===== src/sv/cdre_pkg.sv =====
// ----------------------------------------------------------------------------
// cdre_pkg
// shared types, codes and tables of the character display refresh engine
// ----------------------------------------------------------------------------
package cdre_pkg;

    localparam int COLUMNS_DEF = 20;
    localparam int ROWS_DEF    = 4;

    localparam int ROW_W     = 2;
    localparam int CFG_IDX_W = 2;
    localparam int CFG_W     = 8;

    localparam logic [7:0] SPACE_CODE   = 8'h20;
    localparam logic [7:0] INTERVAL_RST = 8'd2;

    localparam logic [CFG_IDX_W-1:0] REG_TRANSLATE_ENABLE = 2'd0;
    localparam logic [CFG_IDX_W-1:0] REG_REFRESH_INTERVAL = 2'd1;

    typedef enum logic [1:0] {
        ACT_TICK        = 2'd0,
        ACT_WRITE       = 2'd1,
        ACT_CLEAR_ALL   = 2'd2,
        ACT_CLEAR_RANGE = 2'd3
    } action_t;

    localparam logic [7:0] CYR_ROM [0:31] = '{
        8'h41, 8'h80, 8'h42, 8'h92, 8'h81, 8'h45, 8'h82, 8'h83,
        8'h84, 8'h85, 8'h4B, 8'h86, 8'h4D, 8'h48, 8'h4F, 8'h87,
        8'h50, 8'h43, 8'h54, 8'h88, 8'h00, 8'h58, 8'h89, 8'h8A,
        8'h8B, 8'h8C, 8'h8D, 8'h8E, 8'h01, 8'h8F, 8'hAC, 8'hAD
    };

    function automatic logic [7:0] row_address(input logic [ROW_W-1:0] row);
        logic [7:0] a;
        case (row)
            2'd0: a = 8'h80;
            2'd1: a = 8'hC0;
            2'd2: a = 8'h94;
            default: a = 8'hD4;
        endcase
        return a;
    endfunction

endpackage


===== src/sv/cdre_ram.sv =====
// ----------------------------------------------------------------------------
// cdre_ram
// generic single write port, single read port ram with registered read
// ----------------------------------------------------------------------------
module cdre_ram #(
    parameter int WIDTH = 8,
    parameter int DEPTH = 80
) (
    input  logic                     clk,
    input  logic                     we,
    input  logic [$clog2(DEPTH)-1:0] waddr,
    input  logic [WIDTH-1:0]         wdata,
    input  logic                     re,
    input  logic [$clog2(DEPTH)-1:0] raddr,
    output logic [WIDTH-1:0]         rdata
);

    logic [WIDTH-1:0] mem_reg [0:DEPTH-1];

    always_ff @(posedge clk)
    begin
        if (we)
        begin
            mem_reg[waddr] <= wdata;
        end
        if (re)
        begin
            rdata <= mem_reg[raddr];
        end
    end

endmodule


===== src/sv/char_display_refresh_engine_top.sv =====
// ----------------------------------------------------------------------------
// char_display_refresh_engine_top
// screen buffer and refresh sequencer for a character display controller
// ----------------------------------------------------------------------------
// input channel (in_valid/in_ready) carries actions: tick, character write,
// clear all and range clear. output channel (out_valid/out_ready) carries
// bus transfers: reg_select, bus_byte and last.
// a write, a whole clear or a tick that is not due completes without leaving
// idle; a range clear steps through the positions that it clears. a due
// tick in the address phase gives one command byte; in the data phase it
// gives COLUMNS data bytes, one buffer ram read per cycle while the output
// register can load. in_ready is low while a transaction is in progress.
// the output register holds one byte; a stalled receiver holds the
// sequencer, and a new input is taken while the final byte still waits.
// reset empties the per-entry valid bits so the whole buffer reads as
// spaces, restarts the refresh at row 0 and restores the register defaults.
// configuration is written through cfg_we/cfg_index/cfg_data.
// ----------------------------------------------------------------------------
module char_display_refresh_engine_top #(
    parameter int COLUMNS = cdre_pkg::COLUMNS_DEF,
    parameter int ROWS    = cdre_pkg::ROWS_DEF
) (
    input  logic                          clk,
    input  logic                          rst_n,
    input  logic                          cfg_we,
    input  logic [cdre_pkg::CFG_IDX_W-1:0] cfg_index,
    input  logic [cdre_pkg::CFG_W-1:0]     cfg_data,
    input  logic                          in_valid,
    output logic                          in_ready,
    input  logic [1:0]                    action,
    input  logic [6:0]                    buffer_index,
    input  logic [7:0]                    char_code,
    input  logic [6:0]                    clear_count,
    output logic                          out_valid,
    input  logic                          out_ready,
    output logic                          reg_select,
    output logic [7:0]                    bus_byte,
    output logic                          last
);

    import cdre_pkg::*;

    localparam int CELLS = COLUMNS * ROWS;
    localparam int IDX_W = $clog2(CELLS);
    localparam int COL_W = $clog2(COLUMNS);
    localparam logic [COL_W-1:0] COL_LAST = COL_W'(COLUMNS - 1);

    typedef enum logic [2:0] {
        ST_IDLE,
        ST_CLEAR,
        ST_CMD,
        ST_FETCH,
        ST_EMIT
    } state_t;

    state_t            state_reg;
    logic              translate_reg;
    logic [7:0]        interval_reg;
    logic [7:0]        countdown_reg;
    logic [ROW_W-1:0]  row_reg;
    logic              phase_reg;
    logic [CELLS-1:0]  valid_reg;
    logic [7:0]        ptr_reg;
    logic [6:0]        cnt_reg;
    logic [7:0]        cmd_byte_reg;
    logic [IDX_W-1:0]  base_reg;
    logic [COL_W-1:0]  col_reg;
    logic              rvalid_reg;
    logic              out_valid_reg;
    logic              reg_select_reg;
    logic [7:0]        bus_byte_reg;
    logic              last_reg;

    logic              accept;
    logic              can_load;
    logic              out_load;
    logic [7:0]        interval_eff;
    logic [ROW_W-1:0]  row_eff;
    logic              idx_in_range;
    logic              ram_we;
    logic              ram_re;
    logic [COL_W-1:0]  col_next;
    logic [IDX_W-1:0]  raddr;
    logic [7:0]        rdata;
    logic [7:0]        raw_byte;
    logic [7:0]        data_byte;

    assign in_ready   = (state_reg == ST_IDLE);
    assign accept     = in_valid && in_ready;
    assign can_load   = !out_valid_reg || out_ready;
    assign out_load   = can_load && ((state_reg == ST_CMD) || (state_reg == ST_EMIT));
    assign out_valid  = out_valid_reg;
    assign reg_select = reg_select_reg;
    assign bus_byte   = bus_byte_reg;
    assign last       = last_reg;

    assign interval_eff = (interval_reg == 8'd0) ? 8'd1 : interval_reg;
    assign row_eff      = ({1'b0, row_reg} >= 3'(ROWS)) ? '0 : row_reg;
    assign idx_in_range = ({1'b0, buffer_index} < 8'(CELLS));

    assign ram_we   = accept && (action_t'(action) == ACT_WRITE) && idx_in_range;
    assign col_next = (state_reg == ST_FETCH) ? '0 : col_reg + 1'b1;
    assign raddr    = base_reg + IDX_W'(col_next);
    assign ram_re   = (state_reg == ST_FETCH)
                   || ((state_reg == ST_EMIT) && can_load && (col_reg != COL_LAST));

    assign raw_byte  = rvalid_reg ? rdata : SPACE_CODE;
    assign data_byte = (translate_reg && (raw_byte[7:6] == 2'b11))
                     ? CYR_ROM[raw_byte[4:0]] : raw_byte;

    cdre_ram #(
        .WIDTH(8),
        .DEPTH(CELLS)
    ) u_buffer (
        .clk   (clk),
        .we    (ram_we),
        .waddr (buffer_index[IDX_W-1:0]),
        .wdata (char_code),
        .re    (ram_re),
        .raddr (raddr),
        .rdata (rdata)
    );

    always_ff @(posedge clk or negedge rst_n)
    begin
        if (!rst_n)
        begin
            state_reg      <= ST_IDLE;
            translate_reg  <= 1'b1;
            interval_reg   <= INTERVAL_RST;
            countdown_reg  <= INTERVAL_RST;
            row_reg        <= '0;
            phase_reg      <= 1'b0;
            valid_reg      <= '0;
            out_valid_reg  <= 1'b0;
            ptr_reg        <= '0;
            cnt_reg        <= '0;
            cmd_byte_reg   <= '0;
            base_reg       <= '0;
            col_reg        <= '0;
            rvalid_reg     <= 1'b0;
            reg_select_reg <= 1'b0;
            bus_byte_reg   <= '0;
            last_reg       <= 1'b0;
        end
        else
        begin
            if (cfg_we)
            begin
                case (cfg_index)
                    REG_TRANSLATE_ENABLE: translate_reg <= cfg_data[0];
                    REG_REFRESH_INTERVAL: interval_reg  <= cfg_data;
                    default: ;
                endcase
            end

            if (out_load)
            begin
                out_valid_reg <= 1'b1;
            end
            else if (out_ready)
            begin
                out_valid_reg <= 1'b0;
            end

            if (ram_re)
            begin
                rvalid_reg <= valid_reg[raddr];
            end

            case (state_reg)
                ST_IDLE:
                begin
                    if (accept)
                    begin
                        case (action_t'(action))
                            ACT_WRITE:
                            begin
                                if (idx_in_range)
                                begin
                                    valid_reg[buffer_index[IDX_W-1:0]] <= 1'b1;
                                end
                            end
                            ACT_CLEAR_ALL:
                            begin
                                valid_reg     <= '0;
                                row_reg       <= '0;
                                phase_reg     <= 1'b0;
                                countdown_reg <= interval_eff;
                            end
                            ACT_CLEAR_RANGE:
                            begin
                                ptr_reg       <= {1'b0, buffer_index};
                                cnt_reg       <= clear_count;
                                row_reg       <= '0;
                                phase_reg     <= 1'b0;
                                countdown_reg <= interval_eff;
                                state_reg     <= ST_CLEAR;
                            end
                            default:
                            begin
                                if (countdown_reg > 8'd1)
                                begin
                                    countdown_reg <= countdown_reg - 8'd1;
                                end
                                else
                                begin
                                    countdown_reg <= interval_eff;
                                    if (!phase_reg)
                                    begin
                                        cmd_byte_reg <= row_address(row_eff);
                                        row_reg      <= row_eff;
                                        phase_reg    <= 1'b1;
                                        state_reg    <= ST_CMD;
                                    end
                                    else
                                    begin
                                        base_reg  <= IDX_W'(int'(row_eff) * COLUMNS);
                                        row_reg   <= ({1'b0, row_eff} == 3'(ROWS - 1))
                                                   ? '0 : row_eff + 1'b1;
                                        phase_reg <= 1'b0;
                                        state_reg <= ST_FETCH;
                                    end
                                end
                            end
                        endcase
                    end
                end

                ST_CLEAR:
                begin
                    if ((cnt_reg == 7'd0) || (ptr_reg >= 8'(CELLS)))
                    begin
                        state_reg <= ST_IDLE;
                    end
                    else
                    begin
                        valid_reg[ptr_reg[IDX_W-1:0]] <= 1'b0;
                        ptr_reg <= ptr_reg + 8'd1;
                        cnt_reg <= cnt_reg - 7'd1;
                    end
                end

                ST_CMD:
                begin
                    if (can_load)
                    begin
                        reg_select_reg <= 1'b0;
                        bus_byte_reg   <= cmd_byte_reg;
                        last_reg       <= 1'b1;
                        state_reg      <= ST_IDLE;
                    end
                end

                ST_FETCH:
                begin
                    col_reg   <= '0;
                    state_reg <= ST_EMIT;
                end

                ST_EMIT:
                begin
                    if (can_load)
                    begin
                        reg_select_reg <= 1'b1;
                        bus_byte_reg   <= data_byte;
                        last_reg       <= (col_reg == COL_LAST);
                        if (col_reg == COL_LAST)
                        begin
                            state_reg <= ST_IDLE;
                        end
                        else
                        begin
                            col_reg <= col_next;
                        end
                    end
                end

                default:
                begin
                    state_reg <= ST_IDLE;
                end
            endcase
        end
    end

endmodule


===== config.mk =====
export PLATFORM = sky130hd
export DESIGN_NAME = char_display_refresh_engine_top
export DESIGN_NICKNAME = d
export VERILOG_FILES = /design/src/sv/cdre_pkg.sv /design/src/sv/cdre_ram.sv /design/src/sv/char_display_refresh_engine_top.sv
export SDC_FILE = /design/constraint.sdc
export NUM_CORES = 1
export LEC_CHECK = 0
export ABC_AREA = 1
export BUFFER_PORTS_ARGS = -buffer_cell sky130_fd_sc_hd__buf_2
export CAP_MARGIN = 20
export CORE_MARGIN = 2
export CORE_UTILIZATION = 35
export CTS_BUF_LIST = sky130_fd_sc_hd__clkbuf_8
export CTS_CLUSTER_SIZE = 10
export DETAILED_ROUTE_END_ITERATION = 6
export GPL_ROUTABILITY_DRIVEN = 0
export PLACE_DENSITY_LB_ADDON = 0.2
export SETUP_SLACK_MARGIN = 0.1
export SLEW_MARGIN = 5
export SYNTH_ARGS = -nofsm -noshare
export SYNTH_HDL_FRONTEND = slang
export SYNTH_SLANG_ARGS = --single-unit
export TNS_END_PERCENT = 20

===== constraint.sdc =====
create_clock -name clk -period 3.8 [get_ports clk]
set_clock_uncertainty 0.2 [all_clocks]
set_input_delay 0.38 -clock clk [delete_from_list [all_inputs] [get_ports clk]]
set_output_delay 0.38 -clock clk [all_outputs]
set_load 0.05 [all_outputs]

==> impl_table.tex <==
\begin{tabular}{lr}
\hline
Metric & Value \\
\hline
\multicolumn{2}{l}{\textbf{Timing}} \\
Crit path time final & 3.42 ns \\
Worst-Margin Slew & 1.09 ns \\
Final setup violation count & 0 \\
Worst slew margin relative to its limit & 0.272 \\
Final Slew Violations & 0 \\
RSZ-0062 raised after global routing & false \\
Hold Violations, Final & 1 \\
Setup TNS & 0 ns \\
Worst hold margin & -0.00201 ns \\
F\_max & roughly 300 MHz \\
Share of the cycle needed by the critical path after routing & 0.900 \\
\multicolumn{2}{l}{\textbf{Power and ir drop}} \\
Overall power after layout & 30.8 mW \\
Leakage power total & roughly 15 nW \\
Ratio of total power to cell area & 763 mW/mm² \\
Maximum ir drop on the vdd rail & roughly 1.1 mV \\
\multicolumn{2}{l}{\textbf{Placed design}} \\
Number of buffer cells added on primary ports & 50 \\
Detail Placement HPWL & 60200 µm \\
Area of placed instances & 0.0374 mm² \\
\multicolumn{2}{l}{\textbf{Status}} \\
Outcome & complete, but fails checks \\
Violated checks & DRC, hold timing \\
\multicolumn{2}{l}{\textbf{Routing}} \\
Wirelength, routed & $\sim$100000 µm \\
Vias after detailed routing & 25800 \\
First drt pass iteration count & 7 \\
DRC Markers & 2 \\
Average wire per standard cell & between 20 and 25 µm \\
First-iteration detailed-routing DRC count & 2612 \\
Routed vias/inst & 5.29 \\
Number of nets still failing antenna checks after routing & 0 \\
\multicolumn{2}{l}{\textbf{Floorplan}} \\
Die width & 320 µm \\
Floorplan Core Area & 0.0987 mm² \\
Initial standard-cell utilization of the core & 0.354 \\
Height of the chip & 320 µm \\
Count of pins on the block boundary & 51 \\
Die outline area & roughly 0.1 mm² \\
Num rows & 115 \\
\multicolumn{2}{l}{\textbf{Synth}} \\
Area share of the leading cell type in the synthesized netlist & 0.557 \\
Number of flip-flops and latches in the synthesized netlist & 788 \\
Count of synthesis-stage warnings from yosys & 0 \\
Distinct cell type count of the synthesized netlist & 49 \\
Number of nets produced by synthesis & 3367 \\
Number of enable flip-flop cells after synthesis & 648 \\
Area contributors post-synth & edfxtp\_1 (56\%), dfrtp\_1 (9.8\%), o21ai\_0 (6.1\%) \\
Sequential cell area fraction in the yosys report & 0.658 \\
Post-Syn Instances & 3306 \\
Largest area contributor in the synthesized netlist & edfxtp\_1 \\
Cell area after synthesis & around 0.035 mm² \\
Dominant register cell in the synthesized netlist & edfxtp\_1 \\
Mapped Avg Cell Area & 10.6 µm² \\
Asr flop ratio synth & 0.178 \\
\multicolumn{2}{l}{\textbf{Cells and area}} \\
Commonest non-fill, non-tap cells in the layout & edfxtp\_1 (648), o21ai\_0 (426), nor2\_1 (408) \\
Area Growth Syn to Fin & 15.5\% \\
Number of flip-flops in the largest register & 640 \\
Most common library cell in the layout ignoring fill and taps & edfxtp\_1 \\
Ratio of cells with drive above 1 in the final layout & 0.120 \\
Finished layout cell area & 0.0403 mm² \\
Net count reported at finish & 3561 \\
\multicolumn{2}{l}{\textbf{CTS}} \\
CTS tree & yes \\
Sink Count & 788 \\
Clock-pin slew on the worst setup and hold paths & 0.06 ns \\
CTS root buf & clkbuf\_8 \\
H-tree depth & 4 \\
Maximum buffer depth of the clock tree & 3 \\
Clock Latency Late Sink & 0.80 ns \\
Number of buffers inserted during clock tree synthesis & $\sim$140 \\
\multicolumn{2}{l}{\textbf{GRT}} \\
Via count of the first global-routing pass & roughly 25000 \\
Global-route usage over all layers & 0.202 \\
Number of antenna violations at the first check in global routing & 1 \\
Total gr overflow & 0 \\
Global-route wire length before repair & approximately 160000 µm \\
Largest net degree at the start of global routing & between 100 and 150 \\
\multicolumn{2}{l}{\textbf{Critical path}} \\
Kind of start point of the critical path & flip-flop \\
Endpoint required time on the critical path & 4.16 ns \\
Worst Path Max Fanout & 42 \\
Critical path start-end classification & reg -> reg \\
Arr. time, crit path & 3.78 ns \\
Type of element capturing the critical path & flip-flop \\
\multicolumn{2}{l}{\textbf{Worst hold path}} \\
Tightest Hold Check Type & in -> reg \\
\multicolumn{2}{l}{\textbf{Run}} \\
Total of max-cap violations & 0 \\
\hline
\end{tabular}
==> cell families (layout without fill, tap and decap cells) <==
group,count (synthesis),in the layout,synth area share
other,0,1,0
xor gates and xnor gates,4,4,0.00100
and+or+nand+nor,1160,1160,0.145
adders and majority gates,22,22,0.00810
buffers and inverters,510,799,0.0593
DFF,788,788,0.658
muxes,5,5,0.00161
AOI/OAI and AO/OA,817,817,0.127
==> power breakdown <==
part	switching, mW	total (mW)	leakage, nW	internal, mW
Combinational	9.52	13.4	6.18	3.89
Clock	3.59	7.18	1.38	3.59
Sequential	0.359	10.2	7.65	9.83
Total	13.5	30.8	15.2	17.3
==> per-layer routing <==
metal  routed length, µm  global-route usage  vias to the layer above
met1               47200               0.282                    12700
met2               47800               0.317                      855
met5                   0                   0                        -
met4                2580              0.0667                        0
met3                6620              0.0359                      163
li1                    -                   -                    12100
==> Yosys cell counts (24+ instances only) <==
master / count
o21ai_0: 426
clkbuf_1: 117
nand2_1: 265
a21oi_1: 203
nand3_1: 342
o211ai_1: 35
inv_1: 281
nor3_1: 101
dfrtp_1: 137
buf_2: 48
a31oi_1: 84
edfxtp_1: 648
nor2_1: 408
o22ai_1: 24
==> worst paths after layout <==
kind	from	cells past startpoint	end	slack, ns
max	col_reg[0]$_DFFE_PN0P_	15	u_buffer.rdata[1]$_DFFE_PP_	0.38
min	char_code[0]	1	u_buffer.mem_reg[77][0]$_DFFE_PP_	-0.002
max reg2reg	col_reg[0]$_DFFE_PN0P_	15	u_buffer.rdata[1]$_DFFE_PP_	0.38
min reg2reg	reg_select$_DFFE_PN0P_	2	reg_select$_DFFE_PN0P_	0.27
max in group asynchronous	rst_n	4	valid_reg[62]$_DFFE_PN0P_	2.30
min in group asynchronous	rst_n	3	translate_reg$_DFFE_PN1P_	0.47
==> through the flow <==
step           std cells   util  setup slack (ns)  hold WS (ns)
2_1_floorplan       3306      -             0.472        -0.116
5_1_grt             4883  0.409             0.224        0.0478
4_1_cts             4882  0.408             0.342        0.0145
6_report            4883  0.409             0.378      -0.00201
3_5_place_dp        4604  0.379             0.348         0.135
3_3_place_gp        4604  0.379             0.333         0.138
==> timing repair <==
item                                    in CTS  in global routing
resized for setup                            0                  1
endpoints found under the setup margin       0                  1
hold endpoints to repair                   350                  0
buffers inserted                             0                  0
hold buffers                                43                  0
==> critical path: stages, from the launching register on <==
cell,delay [ns]
dfrtp_1,0.45
ha_1,0.27
nand2_1,0.08
inv_1,0.05
nor2_1,0.23
ha_4,0.17
inv_1,0.05
fa_2,0.54
clkinv_1,0.06
buf_4,0.29
nand3_1,0.18
nand3_1,0.15
nand3_1,0.22
nand2_1,0.09
nand2_1,0.08
nand2_1,0.05
==> cell type report <==
class,instances,area [µm²]
timing repair buffer,261,2170
fill,9531,58400
tap,1287,1610
clock inverter,92,498
clock buffer,143,1970
sequential,788,23000
antenna,1,2.50
multi-input combinational,2008,9970
inverter,303,1140
Power figures use the tool's default switching activity.
